File: config.mk
export PLATFORM = sky130hd
export DESIGN_NAME = plm_mul_chain
export DESIGN_NICKNAME = d
export VERILOG_FILES = /design/src/hdl/plm_mul_chain.sv
export SDC_FILE = /design/constraint.sdc
export NUM_CORES = 2
export LEC_CHECK = 0
export BUFFER_PORTS_ARGS = -buffer_cell sky130_fd_sc_hd__buf_2
export CAP_MARGIN = 20
export CORE_ASPECT_RATIO = 1.75
export CORE_UTILIZATION = 50
export DETAILED_ROUTE_END_ITERATION = 6
export PLACE_DENSITY = 0.74
export SYNTH_ARGS = -nofsm -noshare
export SYNTH_HDL_FRONTEND = slang
export SYNTH_MEMORY_MAX_BITS = 65536
export SYNTH_SLANG_ARGS = --single-unit
File: constraint.sdc
create_clock -name clk_i -period 6.9 [get_ports clk_i]
set_input_delay 0.345 -clock clk_i [delete_from_list [all_inputs] [get_ports clk_i]]
set_output_delay 0.345 -clock clk_i [all_outputs]
set_load 0.02 [all_outputs]
File: src/hdl/plm_mul_chain.sv
// ----------------------------------------------------------------------------
// plm_mul_chain
// Shift-add multiplier built as a row of cells, one multiplier bit per cell,
// with a side lane carried along.
// ----------------------------------------------------------------------------
`default_nettype none

module plm_mul_chain #(
  parameter int XW = 32,
  parameter int YW = 32,
  parameter int CW = 1
) (
  input  wire logic             clk_i,
  input  wire logic             rst_ni,
  input  wire logic             en_i,
  input  wire logic             valid_i,
  input  wire logic [XW-1:0]    x_i,
  input  wire logic [YW-1:0]    y_i,
  input  wire logic [CW-1:0]    ctx_i,
  output logic                  valid_o,
  output logic [XW+YW-1:0]      p_o,
  output logic [CW-1:0]         ctx_o
);

  localparam int PW = XW + YW;

  logic          valid_q [YW];
  logic [XW-1:0] x_q     [YW];
  logic [YW-1:0] y_q     [YW];
  logic [PW-1:0] acc_q   [YW];
  logic [CW-1:0] ctx_q   [YW];

  for (genvar i = 0; i < YW; i++) begin : g_cell
    logic          v_in;
    logic [XW-1:0] x_in;
    logic [YW-1:0] y_in;
    logic [PW-1:0] acc_in;
    logic [CW-1:0] ctx_in;

    if (i == 0) begin : g_head
      assign v_in   = valid_i;
      assign x_in   = x_i;
      assign y_in   = y_i;
      assign acc_in = '0;
      assign ctx_in = ctx_i;
    end else begin : g_link
      assign v_in   = valid_q[i-1];
      assign x_in   = x_q[i-1];
      assign y_in   = y_q[i-1];
      assign acc_in = acc_q[i-1];
      assign ctx_in = ctx_q[i-1];
    end

    always_ff @(posedge clk_i or negedge rst_ni) begin
      if (!rst_ni) begin
        valid_q[i] <= 1'b0;
      end else if (en_i) begin
        valid_q[i] <= v_in;
      end
    end

    always_ff @(posedge clk_i) begin
      if (en_i) begin
        x_q[i]   <= x_in;
        y_q[i]   <= y_in;
        ctx_q[i] <= ctx_in;
        acc_q[i] <= acc_in + (y_in[i] ? (PW'(x_in) << i) : '0);
      end
    end
  end

  assign valid_o = valid_q[YW-1];
  assign p_o     = acc_q[YW-1];
  assign ctx_o   = ctx_q[YW-1];

endmodule

`default_nettype wire

==> impl_metrics.json <==
{
  "status": "finished clean",
  "area_growth_pct": 10.3,
  "syn_area_um2": 148000,
  "leakage_nw": 64.1,
  "cts-root-buf": "clkbuf_16",
  "die_w_um": 413,
  "antenna_found_initial": 1,
  "clkLatencyLatePin_ns": 0.91,
  "ys_seq_area_share_pct": 62.9,
  "max-slew-margin-rel_pct": 19.6,
  "synth_compound_area_share_pct": 11.8,
  "crit_arrival_ns": 5.90,
  "synth_ff_type": "edfxtp_1",
  "dieArea_um2": 298000,
  "numClockSinks": 3103,
  "period_minus_slack_ns": 5.27,
  "synthesis.nets": 11900,
  "track_usage_pct": 19.9,
  "grt_max_degree": 184,
  "critPathCaptureType": "register",
  "cp.required_ns": 7.52,
  "synth-simple-area-share_pct": 9.77,
  "worstMarginPinSlew_ns": 1.21,
  "worstPathMaxFanout": 32,
  "finalPower_mw": 63.4,
  "cts_buffers": 295,
  "place_ws_ns": 1.60,
  "nNetsFinal": 12200,
  "synth-xor-area-share_pct": 5.17,
  "grt_overflow_total": 0,
  "synthAdderAreaFrac_pct": 8.80,
  "synthesis.instances": 10900,
  "clock.fmax_mhz": 190,
  "synth_mux_area_share_pct": 0.284,
  "wl_per_cell_um": 19.9,
  "final-setup-viol-count": 0,
  "fin_skew_ns": 0.0524,
  "max_cap_violations": 0,
  "hold_violations": 0,
  "rsz0062_at_grt": "no",
  "fillCellCount": 22800,
  "path_clk_slew_ns": 0.07,
  "avgSynthCellArea_um2": 13.6,
  "first_pass_iters": 5,
  "gp_congestion": 0.951,
  "tns_ns": 0,
  "grt_pass1_wl_mm": 470,
  "wirelength_mm": 303,
  "ys_types": 101,
  "via_per_inst": 5.75,
  "finalCritPeriodShare_pct": 76.4,
  "fin_ws_ns": 1.63,
  "io_buffers": 134,
  "drc": 0,
  "drive_above_1_share_pct": 6.42,
  "cts_setup_buffers": 0,
  "initial_core_util_pct": 50.4,
  "synth_top_family_by_area": "compound AO/OA/AOI/OAI gates",
  "clk_path_buf_depth": 4,
  "core_area_um2": 294000,
  "first_iter_violations": 4940,
  "grt_pass1_vias": 94600,
  "synth_edf_count": 3071,
  "die_h_um": 722,
  "yosysWarnings": 0,
  "async_flop_share_pct": 1.03,
  "boundaryPins": 135,
  "rows": 263,
  "powerDensity_nw_per_um2": 388,
  "ant_nets": 0,
  "h-tree-depth": 5,
  "ir_drop_v": 0.000253,
  "drv_slew": 0,
  "crit_type": "reg -> reg",
  "start_kind": "register",
  "hp-class": "in -> reg",
  "hpwl_mm": 217,
  "ys_seq_elements": 3103,
  "vias": 87500,
  "cts_tree": "yes"
}
## repair_timing
item                      CTS  global route
hold endpoints to repair  129             0
resized for setup           0             0
hold buffers               68             0
## final timing paths
kind	start	endpoint	slack (ns)	cells after the start
max in group asynchronous	rst_ni	g_cell[24].v_in	6.23	4
min in group asynchronous	rst_ni	g_cell[4].v_in	0.50	4
max	y_q[25][26]	acc_q[6][186]	1.63	13
min reg2reg	y_q[9][22]	y_q[10][22]	0.39	0
max reg2reg	y_q[25][26]	acc_q[6][186]	1.63	13
min	y_i[0]	acc_q[0][24]	0.1	2
## power breakdown
| part | internal [mW] | switching (mW) |
|---|---|---|
| Sequential | 25.7 | 1.28 |
| Combinational | 8.18 | 11.9 |
| Clock | 9.19 | 7.09 |
## synth_stat cells (18+ instances only)
cell type	n	share of area (%)
or3_1	23	0.097
dfrtp_1	32	0.54
xnor2_1	593	3.5
nor4_1	22	0.093
edfxtp_1	3071	62
and2_1	1062	4.5
nand2b_1	104	0.44
mux2_2	32	0.24
buf_4	64	0.32
a21oi_1	835	2.8
or2_2	26	0.11
o31ai_1	39	0.20
nand3_1	199	0.67
o21bai_1	91	0.46
nand4_1	72	0.30
a31o_2	20	0.12
ha_1	991	8.4
nor2b_1	111	0.47
and4_1	22	0.13
a211oi_1	84	0.43
o21a_1	109	0.55
inv_1	200	0.51
clkbuf_1	197	0.50
a221o_1	20	0.14
a221oi_1	19	0.11
o2111ai_1	18	0.11
a31oi_1	99	0.42
o21ai_0	445	1.5
fa_1	31	0.42
a21o_1	565	2.9
and3_1	83	0.35
nor2_1	415	1.1
nand2_1	405	1.0
xor2_1	281	1.7
nor3_1	83	0.28
o211ai_1	45	0.23
o21ai_1	27	0.091
## per-stage QoR
step	hold WS, ns	utilization (%)	instance area [um2]	instances
finish	0.0966	55.6	163000	15200
global route	0.0921	55.6	163000	15200
CTS	0.0531	55.4	163000	15200
detailed placement	0.405	52.0	153000	14600
global placement	0.400	52.0	153000	14600
floorplan	0.0494	-	148000	10900
## flip-flops by register name (all words and copies together) (netlist names)
register / flops
valid_o: 1
acc_q: 1551
y_q: 496
x_q: 992
ctx_q: 32
g_cell.v_in: 31
## logic make-up after synthesis
kind of cell,after synthesis
simple gates,2668
xor+xnor,874
fa+ha+maj,1022
flops,3103
compound gates,2684
buf+inv,467
mux,38
## layout make-up
type	instances	area, um2	area share, %
flip-flops and latches	3103	93000	57.0
clock buffers	353	7710	4.72
repair buffers	264	2330	1.43
inverters	200	751	0.460
clock inverters	161	1650	1.01
multi-input cells	7286	53000	32.5
well taps	3842	4810	2.94
diodes	1	2.50	0.00153
## layout by cell type (no fill, tap or decap), types with 27 or more instances in the layout
| cell | synthesis | final |
|---|---|---|
| ha_1 | 991 | 991 |
| o31ai_1 | 39 | 39 |
| xor2_1 | 281 | 281 |
| nand2_1 | 405 | 405 |
| o21a_1 | 109 | 109 |
| mux2_2 | 32 | 32 |
| dfrtp_1 | 32 | 32 |
| nand2b_1 | 104 | 104 |
| fa_1 | 31 | 31 |
| o21bai_1 | 91 | 91 |
| nor2b_1 | 111 | 111 |
| buf_4 | 64 | 31 |
| inv_1 | 200 | 200 |
| a31oi_1 | 99 | 99 |
| clkbuf_16 | 0 | 300 |
| a211oi_1 | 84 | 84 |
| a21oi_1 | 835 | 835 |
| nand3_1 | 199 | 199 |
| and2_1 | 1062 | 1062 |
| o21ai_0 | 445 | 445 |
| o21ai_1 | 27 | 27 |
| clkinv_1 | 0 | 61 |
| bufinv_16 | 0 | 32 |
| nand4_1 | 72 | 72 |
| nor2_1 | 415 | 415 |
| dlygate4sd3_1 | 0 | 67 |
| clkbuf_1 | 197 | 53 |
| a21o_1 | 565 | 565 |
| and3_1 | 83 | 83 |
| nor3_1 | 83 | 83 |
| clkinv_2 | 0 | 43 |
| buf_2 | 1 | 133 |
| xnor2_1 | 593 | 593 |
| o211ai_1 | 45 | 45 |
| edfxtp_1 | 3071 | 3071 |
## critical path: stages (launching register included)
cell and delay, ns:
edfxtp_1 0.79, and2_1 0.33, ha_1 0.21, fa_1 0.43, a21oi_1 0.25, o21ai_0 0.15
a21oi_1 0.38, o21ai_0 0.26, o21ai_0 0.66, a211oi_1 0.38, o21ai_0 0.44, nand3_1 0.22
a41o_1 0.30, a21o_1 0.17
## routing by layer
metal  part of all wire [%]  GRT usage, %  wire length, um
met5                      0             0                0
met4                    6.8          13.0            20600
met3                    2.9          2.52             8730
met2                     62          44.0           187000
met1                     29          14.5            86700
Power figures use the tool's default switching activity.
